**src/sv/bsrspmv_pkg.sv**
```systemverilog
// bsrspmv_pkg: shared types and constants for the block-sparse-row
// matrix-vector multiplier. No dependencies.
package bsrspmv_pkg;

	localparam int BLOCK_SIZE_DEF    = 4;
	localparam int VECTOR_LENGTH_DEF = 1024;

	// values carried by one data item
	localparam int NUM_VALS = 4;

	localparam int IDX_W  = 10;
	localparam int VAL_W  = 16;
	localparam int COL_W  = 8;
	localparam int PROD_W = 32;
	// sum of up to four products
	localparam int SUM_W  = PROD_W + 2;
	localparam int ACC_W  = 48;
	// row field wide enough for the largest block
	localparam int ROW_W  = 3;

	localparam logic [1:0] OP_LOAD  = 2'd0;
	localparam logic [1:0] OP_DATA  = 2'd1;
	localparam logic [1:0] OP_CLOSE = 2'd2;

	typedef struct packed {
		logic [1:0]              opcode;
		logic [IDX_W-1:0]        x_index;
		logic signed [VAL_W-1:0] x_value;
		logic [COL_W-1:0]        block_col;
		logic [1:0]              row_in_block;
		logic signed [VAL_W-1:0] a_val0;
		logic signed [VAL_W-1:0] a_val1;
		logic signed [VAL_W-1:0] a_val2;
		logic signed [VAL_W-1:0] a_val3;
	} in_item_t;

	typedef struct packed {
		logic [IDX_W-1:0]        y_index;
		logic signed [ACC_W-1:0] y_value;
		logic                    last;
	} out_item_t;

	typedef struct packed {
		logic             valid;
		logic             close;
		logic [ROW_W-1:0] row;
	} ctrl_t;

endpackage

```
**src/sv/bsrspmv_acc.sv**
```systemverilog
// bsrspmv_acc: merges the lane products, accumulates per row with saturation
// and drains a closed block row. Depends on bsrspmv_pkg.
module bsrspmv_acc #(
	parameter int BLOCK_SIZE = bsrspmv_pkg::BLOCK_SIZE_DEF,
	parameter int NL         = 4
) (
	input  logic                                  clk,
	input  logic                                  arst_n,
	input  bsrspmv_pkg::ctrl_t                    ctrl_s2,
	input  logic signed [bsrspmv_pkg::PROD_W-1:0] prod [NL],
	output logic                                  adv,
	output logic                                  result_valid,
	input  logic                                  result_stall,
	output bsrspmv_pkg::out_item_t                result
);

	localparam int RW = $clog2(BLOCK_SIZE);
	localparam int CW = $clog2(BLOCK_SIZE + 1);
	localparam int AW = bsrspmv_pkg::ACC_W;

	bsrspmv_pkg::ctrl_t                      ctrl_s3;
	logic signed [bsrspmv_pkg::SUM_W-1:0]    sum_next;
	logic signed [bsrspmv_pkg::SUM_W-1:0]    sum_s3;
	logic signed [AW-1:0]                    acc_q  [BLOCK_SIZE];
	logic signed [AW-1:0]                    obuf_q [BLOCK_SIZE];
	logic [CW-1:0]                           cnt_q;
	logic [bsrspmv_pkg::IDX_W-1:0]           idx_q;
	logic [7:0]                              brc_q;
	logic [RW-1:0]                           row_sel;
	logic signed [AW:0]                      acc_wide;
	logic signed [AW-1:0]                    acc_sat;
	logic                                    close_go;
	logic                                    data_go;
	logic                                    take;

	// merge: sum of the lane products
	always_comb begin
		sum_next = '0;
		for (int m = 0; m < NL; m++) begin
			sum_next = sum_next + bsrspmv_pkg::SUM_W'(prod[m]);
		end
	end

	assign adv      = !(ctrl_s3.valid && ctrl_s3.close && (cnt_q != '0));
	assign close_go = adv && ctrl_s3.valid && ctrl_s3.close;
	assign data_go  = adv && ctrl_s3.valid && !ctrl_s3.close;
	assign take     = (cnt_q != '0) && !result_stall;
	assign row_sel  = RW'(ctrl_s3.row);

	always_comb begin
		acc_wide = (AW+1)'(acc_q[row_sel]) + (AW+1)'(sum_s3);
		if (acc_wide[AW] != acc_wide[AW-1]) begin
			acc_sat = acc_wide[AW] ? {1'b1, {(AW-1){1'b0}}} : {1'b0, {(AW-1){1'b1}}};
		end else begin
			acc_sat = acc_wide[AW-1:0];
		end
	end

	always_ff @(posedge clk or negedge arst_n) begin
		if (!arst_n) begin
			ctrl_s3 <= '0;
		end else if (adv) begin
			ctrl_s3 <= ctrl_s2;
		end
	end

	always_ff @(posedge clk) begin
		if (adv) begin
			sum_s3 <= sum_next;
		end
	end

	always_ff @(posedge clk or negedge arst_n) begin
		if (!arst_n) begin
			for (int r = 0; r < BLOCK_SIZE; r++) begin
				acc_q[r] <= '0;
			end
		end else begin
			for (int r = 0; r < BLOCK_SIZE; r++) begin
				if (close_go) begin
					acc_q[r] <= '0;
				end else if (data_go && (row_sel == RW'(r))) begin
					acc_q[r] <= acc_sat;
				end
			end
		end
	end

	// drain buffer shifts towards entry zero
	always_ff @(posedge clk) begin
		if (close_go) begin
			for (int r = 0; r < BLOCK_SIZE; r++) begin
				obuf_q[r] <= acc_q[r];
			end
			idx_q <= bsrspmv_pkg::IDX_W'(32'(brc_q) * BLOCK_SIZE);
		end else if (take) begin
			for (int r = 0; r < BLOCK_SIZE - 1; r++) begin
				obuf_q[r] <= obuf_q[r+1];
			end
			idx_q <= idx_q + 1'b1;
		end
	end

	always_ff @(posedge clk or negedge arst_n) begin
		if (!arst_n) begin
			cnt_q <= '0;
			brc_q <= '0;
		end else if (close_go) begin
			cnt_q <= CW'(BLOCK_SIZE);
			brc_q <= brc_q + 1'b1;
		end else if (take) begin
			cnt_q <= cnt_q - 1'b1;
		end
	end

	assign result_valid   = (cnt_q != '0);
	assign result.y_index = idx_q;
	assign result.y_value = obuf_q[0];
	assign result.last    = (cnt_q == CW'(1));

	a_hold_only_on_busy: assert property (@(posedge clk) disable iff (!arst_n)
		!adv |-> result_valid)
		else $error("pipeline held while drain buffer idle");

	a_load_full: assert property (@(posedge clk) disable iff (!arst_n)
		close_go |=> (cnt_q == CW'(BLOCK_SIZE)))
		else $error("drain count wrong after close");

	a_acc_cleared: assert property (@(posedge clk) disable iff (!arst_n)
		close_go |=> (acc_q[0] == '0))
		else $error("accumulator not cleared by close");

	a_last_ends: assert property (@(posedge clk) disable iff (!arst_n)
		result_valid && !result_stall && result.last |=> !result_valid)
		else $error("result after last of block row");

endmodule

```
**config.mk**
```make
export PLATFORM = sky130hd
export DESIGN_NAME = bsrspmv_acc
export DESIGN_NICKNAME = d
export VERILOG_FILES = /design/src/sv/bsrspmv_pkg.sv /design/src/sv/bsrspmv_acc.sv
export SDC_FILE = /design/constraint.sdc
export NUM_CORES = 1
export LEC_CHECK = 0
export ABC_AREA = 1
export BUFFER_PORTS_ARGS = -buffer_cell sky130_fd_sc_hd__buf_4
export CAP_MARGIN = 0
export CORE_ASPECT_RATIO = 1.2
export CORE_MARGIN = 5
export CORE_UTILIZATION = 51
export DETAILED_ROUTE_END_ITERATION = 7
export PLACE_DENSITY = 0.8
export SLEW_MARGIN = 40
export SYNTH_ARGS = -nofsm -noshare
export SYNTH_HDL_FRONTEND = slang
export SYNTH_SLANG_ARGS = --single-unit
```
**constraint.sdc**
```tcl
create_clock -name clk -period 6.8 [get_ports clk]
set_clock_uncertainty 0.15 [all_clocks]
set_input_delay 1.02 -clock clk [delete_from_list [all_inputs] [get_ports clk]]
set_output_delay 1.02 -clock clk [all_outputs]
set_load 0.1 [all_outputs]
```
== After elaboration in Yosys (flattened, before gate mapping) ==
Memories as Yosys holds them, arrays and structs flattened.
Cells that the tools add are included.

* Add/sub/neg operators: 7
* Magnitude comparators: 1
* Equal/unequal tests: 5
* Mux-type cells: 25
* Bitwise gates (word level): 4
* Reduce and logical (&&, ||, !) cells: 20

{| class="wikitable"
|+ Operators by type and width
! operator !! count
|-
| 2-to-1 mux 48 bit || 15
|-
| binary-select mux 48 bit (select 2 bit) || 1
|-
| adder 48 x 34 -> 49 bit || 1
|-
| adder 33 x 32 -> 34 bit || 1
|-
| adder 34 x 32 -> 34 bit || 1
|-
| adder 32 x 32 -> 33 bit || 1
|-
| 2-to-1 mux 10 bit || 2
|-
| adder 10 x 1 -> 10 bit, second input constant || 1
|-
| logical AND 1 bit || 10
|-
| nonzero test 2 bit || 5
|-
| adder 8 x 1 -> 8 bit, second input constant || 1
|-
| 2-to-1 mux 3 bit || 2
|-
| 2-to-1 mux 1 bit || 5
|-
| equality test 2 bit, second input constant || 2
|-
| equality test 3 x 1 -> 1 bit, second input constant || 1
|-
| >= comparator 3 bit, second input constant || 1
|-
| logical NOT 1 bit || 3
|-
| NOT 2 -> 3 bit || 1
|-
| bitwise OR 1 bit || 3
|-
| nonzero test 3 bit || 1
|-
| subtractor 3 x 1 -> 3 bit, second input constant || 1
|-
| equality test 2 x 1 -> 1 bit, second input constant || 1
|-
| logical NOT 2 bit || 1
|-
| != test 1 bit || 1
|}

* Register bits after elaboration: 251
* RAM bits: 192
* Logic and storage cells: 75
* Memories: 1

{| class="wikitable"
|+ Memories
! memory !! words !! width !! read ports !! clocked after memory_dff !! write ports !! RTL line !! source
|-
| obuf_q || 4 || 48 || 4 || 0 || 4 || bsrspmv_acc.sv:25 || <nowiki>logic signed [AW-1:0] obuf_q [BLOCK_SIZE];</nowiki>
|}

== Logic depth before layout (Yosys ltp) ==
* Depth after elaboration: 9
* Gate-level depth with buffers: 25
* Gate-level depth less buffers: 21

== Least setup slack after synthesis ==
Ideal clock, no wire load.

* Kind: register -> register
* Start point: register cnt_q[0]
* End point: register idx_q[2] in the netlist's numbering (enable)
* Setup time: 0.519 ns
* Data arrival time: 5.984 ns
* Required time: 6.131 ns
* Setup slack: 0.147 ns
* Cell stages (with the launch flop): 9
* Period minus slack after synthesis: 6.653 ns
* Cell sequence: dfrtp_1 inv_1 ha_1 nand2_1 nor2_1 buf_2 inv_1 clkbuf_1 nand2_1

* Word-level cells in the longest chain between the ends: 6

{| class="wikitable"
|+ Ends and longest elaborated chain
! what !! RTL line !! source
|-
| from (decl) || bsrspmv_acc.sv:26 || <nowiki>logic [CW-1:0] cnt_q;</nowiki>
|-
| from (signal assigned) || bsrspmv_acc.sv:109 || <nowiki>cnt_q <= CW'(BLOCK_SIZE);</nowiki>
|-
| from (signal assigned) || bsrspmv_acc.sv:112 || <nowiki>cnt_q <= cnt_q - 1'b1;</nowiki>
|-
| nonzero test 3 bit || - ||
|-
| via result_valid || bsrspmv_acc.sv:12 || <nowiki>output logic result_valid,</nowiki>
|-
| logical AND 1 bit || bsrspmv_acc.sv:44 || <nowiki>assign adv = !(ctrl_s3.valid && ctrl_s3.close && (cnt_q != '0));</nowiki>
|-
| logical NOT 1 bit || bsrspmv_acc.sv:44 ||
|-
| logical AND 1 bit (2 in series) || bsrspmv_acc.sv:45 || <nowiki>assign close_go = adv && ctrl_s3.valid && ctrl_s3.close;</nowiki>
|-
| via close_go || bsrspmv_acc.sv:32 || <nowiki>logic close_go;</nowiki>
|-
| nonzero test 2 bit (no source line) || - ||
|-
| to (signal assigned) || bsrspmv_acc.sv:95 || <nowiki>idx_q <= bsrspmv_pkg::IDX_W'(32'(brc_q) * BLOCK_SIZE);</nowiki>
|-
| to (signal assigned) || bsrspmv_acc.sv:100 || <nowiki>idx_q <= idx_q + 1'b1;</nowiki>
|-
| to (decl) || bsrspmv_acc.sv:27 || <nowiki>logic [bsrspmv_pkg::IDX_W-1:0] idx_q;</nowiki>
|}

The timed path passes the listed nets, and every way through them passes these cells.
A chain may end at the register's enable or synchronous reset.

== Worst setup path in the final report ==
* Start point: register ctrl_s3[1] in the netlist's numbering
* End point: register acc_q[167] in the netlist's numbering

* Word-level cells in the longest chain between the ends: 9

{| class="wikitable"
|+ Ends and longest elaborated chain
! what !! RTL line !! source
|-
| from (decl) || bsrspmv_acc.sv:21 || <nowiki>bsrspmv_pkg::ctrl_t ctrl_s3;</nowiki>
|-
| from (signal assigned) || bsrspmv_acc.sv:63 || <nowiki>ctrl_s3 <= ctrl_s2;</nowiki>
|-
| NOT 2 -> 3 bit (not written as such) || bsrspmv_acc.sv:51 || <nowiki>acc_wide = (AW+1)'(acc_q[row_sel]) + (AW+1)'(sum_s3);</nowiki>
|-
| binary-select mux 48 bit (select 2 bit) || bsrspmv_acc.sv:51 ||
|-
| 2-to-1 mux 48 bit (not written as such) (2 in series) || bsrspmv_acc.sv:51 ||
|-
| adder 48 x 34 -> 49 bit || bsrspmv_acc.sv:51 ||
|-
| 2-to-1 mux 48 bit or != test 1 bit (tied branches) || bsrspmv_acc.sv:53, bsrspmv_acc.sv:52 ||
|-
| 2-to-1 mux 48 bit || bsrspmv_acc.sv:52 || <nowiki>if (acc_wide[AW] != acc_wide[AW-1]) begin</nowiki>
|-
| 2-to-1 mux 48 bit || bsrspmv_acc.sv:82 || <nowiki>end else if (data_go && (row_sel == RW'(r))) begin</nowiki>
|-
| 2-to-1 mux 48 bit || bsrspmv_acc.sv:80 || <nowiki>if (close_go) begin</nowiki>
|-
| to (signal, indexed assignment) || bsrspmv_acc.sv:83 || <nowiki>acc_q[r] <= acc_sat;</nowiki>
|-
| to (decl) || bsrspmv_acc.sv:24 || <nowiki>logic signed [AW-1:0] acc_q [BLOCK_SIZE];</nowiki>
|}

Several ways; a longest one is shown, not always the timed one. The select of a mux whose other input is x is not followed.

==> flow_summary.html <==
<table>
<tr><th>Metric</th><th>Value</th></tr>
<tr><th colspan="2">Die</th></tr>
<tr><td>Floorplan die width</td><td>219 µm</td></tr>
<tr><td>Count of boundary I/O pins</td><td>197</td></tr>
<tr><td>Effective utilization at floorplan</td><td>51.6%</td></tr>
<tr><td>Die Area</td><td>0.0569 mm²</td></tr>
<tr><td>Core Box Area</td><td>0.0516 mm²</td></tr>
<tr><td>Row count</td><td>91</td></tr>
<tr><td>DIE HEIGHT</td><td>260 µm</td></tr>
<tr><th colspan="2">Worst setup path</th></tr>
<tr><td>Critical Path AT</td><td>5.03 ns</td></tr>
<tr><td>Category of the worst setup path launch point</td><td>flip-flop</td></tr>
<tr><td>Largest fanout of any net on the critical path</td><td>30</td></tr>
<tr><td>Capturing element type of the critical path</td><td>flip-flop</td></tr>
<tr><td>Number of cell instances on the worst register-to-register path</td><td>21</td></tr>
<tr><td>Kind of critical path</td><td>flip-flop to flip-flop</td></tr>
<tr><td>RR Endpoint</td><td>acc_q[167]</td></tr>
<tr><td>Register-to-register setup slack</td><td>2.05 ns</td></tr>
<tr><td>Required time worst endpoint</td><td>7.08 ns</td></tr>
<tr><td>Reg2reg start</td><td>ctrl_s3[1]</td></tr>
<tr><th colspan="2">Routing</th></tr>
<tr><td>Wire length per cell</td><td>17.9 µm</td></tr>
<tr><td>Routed vias</td><td>22200</td></tr>
<tr><td>Final antenna-violating net count</td><td>0</td></tr>
<tr><td>Wire length on met2</td><td>36.3 mm</td></tr>
<tr><td>Detailed-routing iteration count for the pre-antenna-repair pass</td><td>6</td></tr>
<tr><td>Vias per cell</td><td>5.41</td></tr>
<tr><td>Final wirelength</td><td>73.3 mm</td></tr>
<tr><td>Uppermost signal routing layer after detailed routing</td><td>met4</td></tr>
<tr><td>Count of routing violations after the opening detailed-route iteration</td><td>1942</td></tr>
<tr><td>Routed length on met3</td><td>5.49 mm</td></tr>
<tr><td>Total DRC errors in the routed layout</td><td>0</td></tr>
<tr><td>M1 WL</td><td>28.9 mm</td></tr>
<tr><th colspan="2">STA</th></tr>
<tr><td>Number of hold-slack violations in the final timing report</td><td>0</td></tr>
<tr><td>RSZ-0062 raised after global routing</td><td>false</td></tr>
<tr><td>Number of max-slew violations in the final report</td><td>0</td></tr>
<tr><td>Time the final worst path needs with I/O delays and setup</td><td>4.75 ns</td></tr>
<tr><td>Final WS setup</td><td>2.05 ns</td></tr>
<tr><td>Setup-violating endpoint count in the final report</td><td>0</td></tr>
<tr><td>Slew at the pin with the worst max-slew slack</td><td>0.837 ns</td></tr>
<tr><td>Setup TNS</td><td>0 ns</td></tr>
<tr><td>Final period util</td><td>69.9%</td></tr>
<tr><td>Max_slew headroom</td><td>44.1%</td></tr>
<tr><td>Maximum clock frequency</td><td>210 MHz</td></tr>
<tr><th colspan="2">CTS</th></tr>
<tr><td>TritonCTS Buffers</td><td>42</td></tr>
<tr><td>CTS Hold Bufs</td><td>0</td></tr>
<tr><td>Largest buffer count on any clock path</td><td>3</td></tr>
<tr><td>Number of H-tree levels</td><td>2</td></tr>
<tr><td>Cells resized by post-CTS repair</td><td>0</td></tr>
<tr><td>Number of setup buffers added after CTS</td><td>0</td></tr>
<tr><td>Root Buffer Master</td><td>clkbuf_16</td></tr>
<tr><td>Clock transition time at the flip-flop clock pins of the worst setup and hold paths</td><td>0.06 ns</td></tr>
<tr><td>Sink Count</td><td>443</td></tr>
<tr><td>TritonCTS clock tree</td><td>built</td></tr>
<tr><td>Clock latency of the later-clocked register in the worst-skew pair</td><td>0.57 ns</td></tr>
<tr><th colspan="2">Placement</th></tr>
<tr><td>Port bufs</td><td>195</td></tr>
<tr><td>GPL Wtd Cong</td><td>0.986</td></tr>
<tr><td>HPWL after detailed placement</td><td>50.5 mm</td></tr>
<tr><td>Pre-CTS worst setup slack</td><td>2.09 ns</td></tr>
<tr><th colspan="2">Synth</th></tr>
<tr><td>EDFF count, synth</td><td>234</td></tr>
<tr><td>Number of standard cells after synthesis</td><td>3264</td></tr>
<tr><td>Warning count from the yosys run</td><td>0</td></tr>
<tr><td>Mapped Area</td><td>0.0266 mm²</td></tr>
<tr><td>Synth cell types</td><td>44</td></tr>
<tr><td>FF+latch count, synth</td><td>443</td></tr>
<tr><td>Proportion of netlist area held by the largest area contributor</td><td>26.4%</td></tr>
<tr><td>Synthesized area divided by synthesized cell count</td><td>8.16 µm²</td></tr>
<tr><td>Proportion of synthesized flip-flops having asynchronous set or reset</td><td>46.7%</td></tr>
<tr><td>Post-synth top area cell</td><td>edfxtp_1</td></tr>
<tr><td>Most frequent cells after synthesis</td><td>1298 x nand2_1, 371 x inv_1, 258 x nand3_1, 234 x edfxtp_1, 207 x dfrtp_1</td></tr>
<tr><td>Top cells by area in the synthesized netlist</td><td>edfxtp_1 26%, dfrtp_1 19%, nand2_1 18%, inv_1 5.2%, fa_1 5.0%</td></tr>
<tr><td>Share of the yosys chip area belonging to registers</td><td>46.0%</td></tr>
<tr><td>Main flop type after synthesis</td><td>edfxtp_1</td></tr>
<tr><td>Leading cell type by number of instances after synthesis</td><td>nand2_1</td></tr>
<tr><td>Synthesized Nets</td><td>3552</td></tr>
<tr><th colspan="2">Min path</th></tr>
<tr><td>Hold WC Path Type</td><td>input port to async pin</td></tr>
<tr><th colspan="2">Layout</th></tr>
<tr><td>Register area</td><td>0.0122 mm²</td></tr>
<tr><td>Final-layout fill cell count</td><td>4482</td></tr>
<tr><td>Share of cells above drive strength 1</td><td>10.8%</td></tr>
<tr><td>Multi-input gate area in the final layout</td><td>0.0121 mm²</td></tr>
<tr><td>Antenna Cells</td><td>0</td></tr>
<tr><td>Layout overhead on the synthesized area</td><td>12.6%</td></tr>
<tr><td>Number of nets in the layout</td><td>3655</td></tr>
<tr><th colspan="2">Status</th></tr>
<tr><td>Run status</td><td>finished, final reports clean</td></tr>
<tr><th colspan="2">Global route</th></tr>
<tr><td>Global routing usage summed across all routing layers</td><td>25.5%</td></tr>
<tr><td>Number of global-route vias before repair</td><td>21900</td></tr>
<tr><td>Maximum number of pins on one net before global-route repair</td><td>152</td></tr>
<tr><td>First-pass GRT wire length</td><td>116 mm</td></tr>
<tr><td>Initial antenna violation count</td><td>0</td></tr>
<tr><td>Remaining global-route overflow</td><td>0</td></tr>
<tr><th colspan="2">Run</th></tr>
<tr><td>Number of maximum-capacitance constraint violations</td><td>0</td></tr>
</table>
-- state kept, by name, indices dropped and copies added (netlist names) --
register / cells
acc_q: 192
brc_q: 8
cnt_q: 3
ctrl_s3: 4
idx_q: 10
obuf_q: 192
sum_s3: 34
-- layer usage --
metal,global-route usage (%),vias to the layer above
li1,-,10600
met1,33.1,10400
met2,44.5,974
met3,3.02,173
met4,8.81,0
met5,0,-
-- stage by stage --
stage / utilization (%) / hold slack [ns] / cell area (µm²) / std cells
final: 58.1 / 0.260 / 30000 / 4098
after detailed placement: 55.4 / 0.306 / 28600 / 4018
after global placement: 55.1 / 0.305 / 28400 / 4013
after CTS: 58.0 / 0.265 / 29900 / 4096
after floorplan: - / 0.292 / 26600 / 3264
after global routing: 58.1 / 0.299 / 30000 / 4098
-- cell families after synthesis --
| family | after synthesis | share of synthesized area [%] |
|---|---|---|
| and+or+nand+nor | 1762 | 27.3 |
| buffers and inverters | 562 | 8.95 |
| DFF | 443 | 46.0 |
| AOI/OAI and AO/OA | 277 | 6.47 |
| adders and majority gates | 152 | 9.01 |
| xor gates and xnor gates | 68 | 2.24 |
-- placed cells by master (no fill, tap or decap), types with 20 or more instances in the layout --
cell	n
dfrtp_1	207
a22oi_1	82
ha_1	86
nor2_1	104
nand4_1	22
o21ai_0	52
xor2_1	38
nand3_1	257
edfxtp_1	234
buf_4	217
a21oi_1	87
xnor2_1	30
o21bai_1	20
fa_1	66
inv_1	367
nor3_1	20
nand2_1	1295
clkbuf_16	43
inv_2	20
nand3_2	31
-- cell type report --
type | instances | share of cell area [%]
timing repair buffer | 232 | 6.49
inverter | 389 | 4.89
tap | 697 | 2.91
sequential | 443 | 40.9
clock inverter | 18 | 0.622
clock buffer | 60 | 3.87
multi-input combinational | 2259 | 40.3
-- worst max-delay path, stage by stage, from the launching register on --
cell     delay [ns]
dfrtp_1        0.50
inv_1          0.14
nor2_4         0.65
buf_12         0.30
a22oi_1        0.09
nand2_1        0.12
ha_1           0.32
a21oi_2        0.17
nand2_1        0.19
nand2_1        0.10
nand2_1        0.09
nand2_1        0.11
nand2_2        0.10
nand2_1        0.16
nand3_1        0.12
nand2_1        0.08
nand2_1        0.11
nand2_2        0.10
buf_4          0.42
nand3_1        0.31
nand3_1        0.16
nand2_1        0.09
-- worst max path at each step --
stage | start | slack [ns] | end
global route | ctrl_s3[1] | 1.82 | acc_q[167]
global placement | ctrl_s3[0] | 1.96 | acc_q[176]
detailed placement | prod[1] | 2.09 | sum_s3[33]
floorplan | cnt_q[0] | 0.15 | idx_q[2]
CTS | ctrl_s3[0] | 2.11 | acc_q[120]
finish | ctrl_s3[1] | 2.05 | acc_q[167]
Power is not shown: default switching activity piles up to over one toggle a cycle in this logic, so the estimate is an artifact.
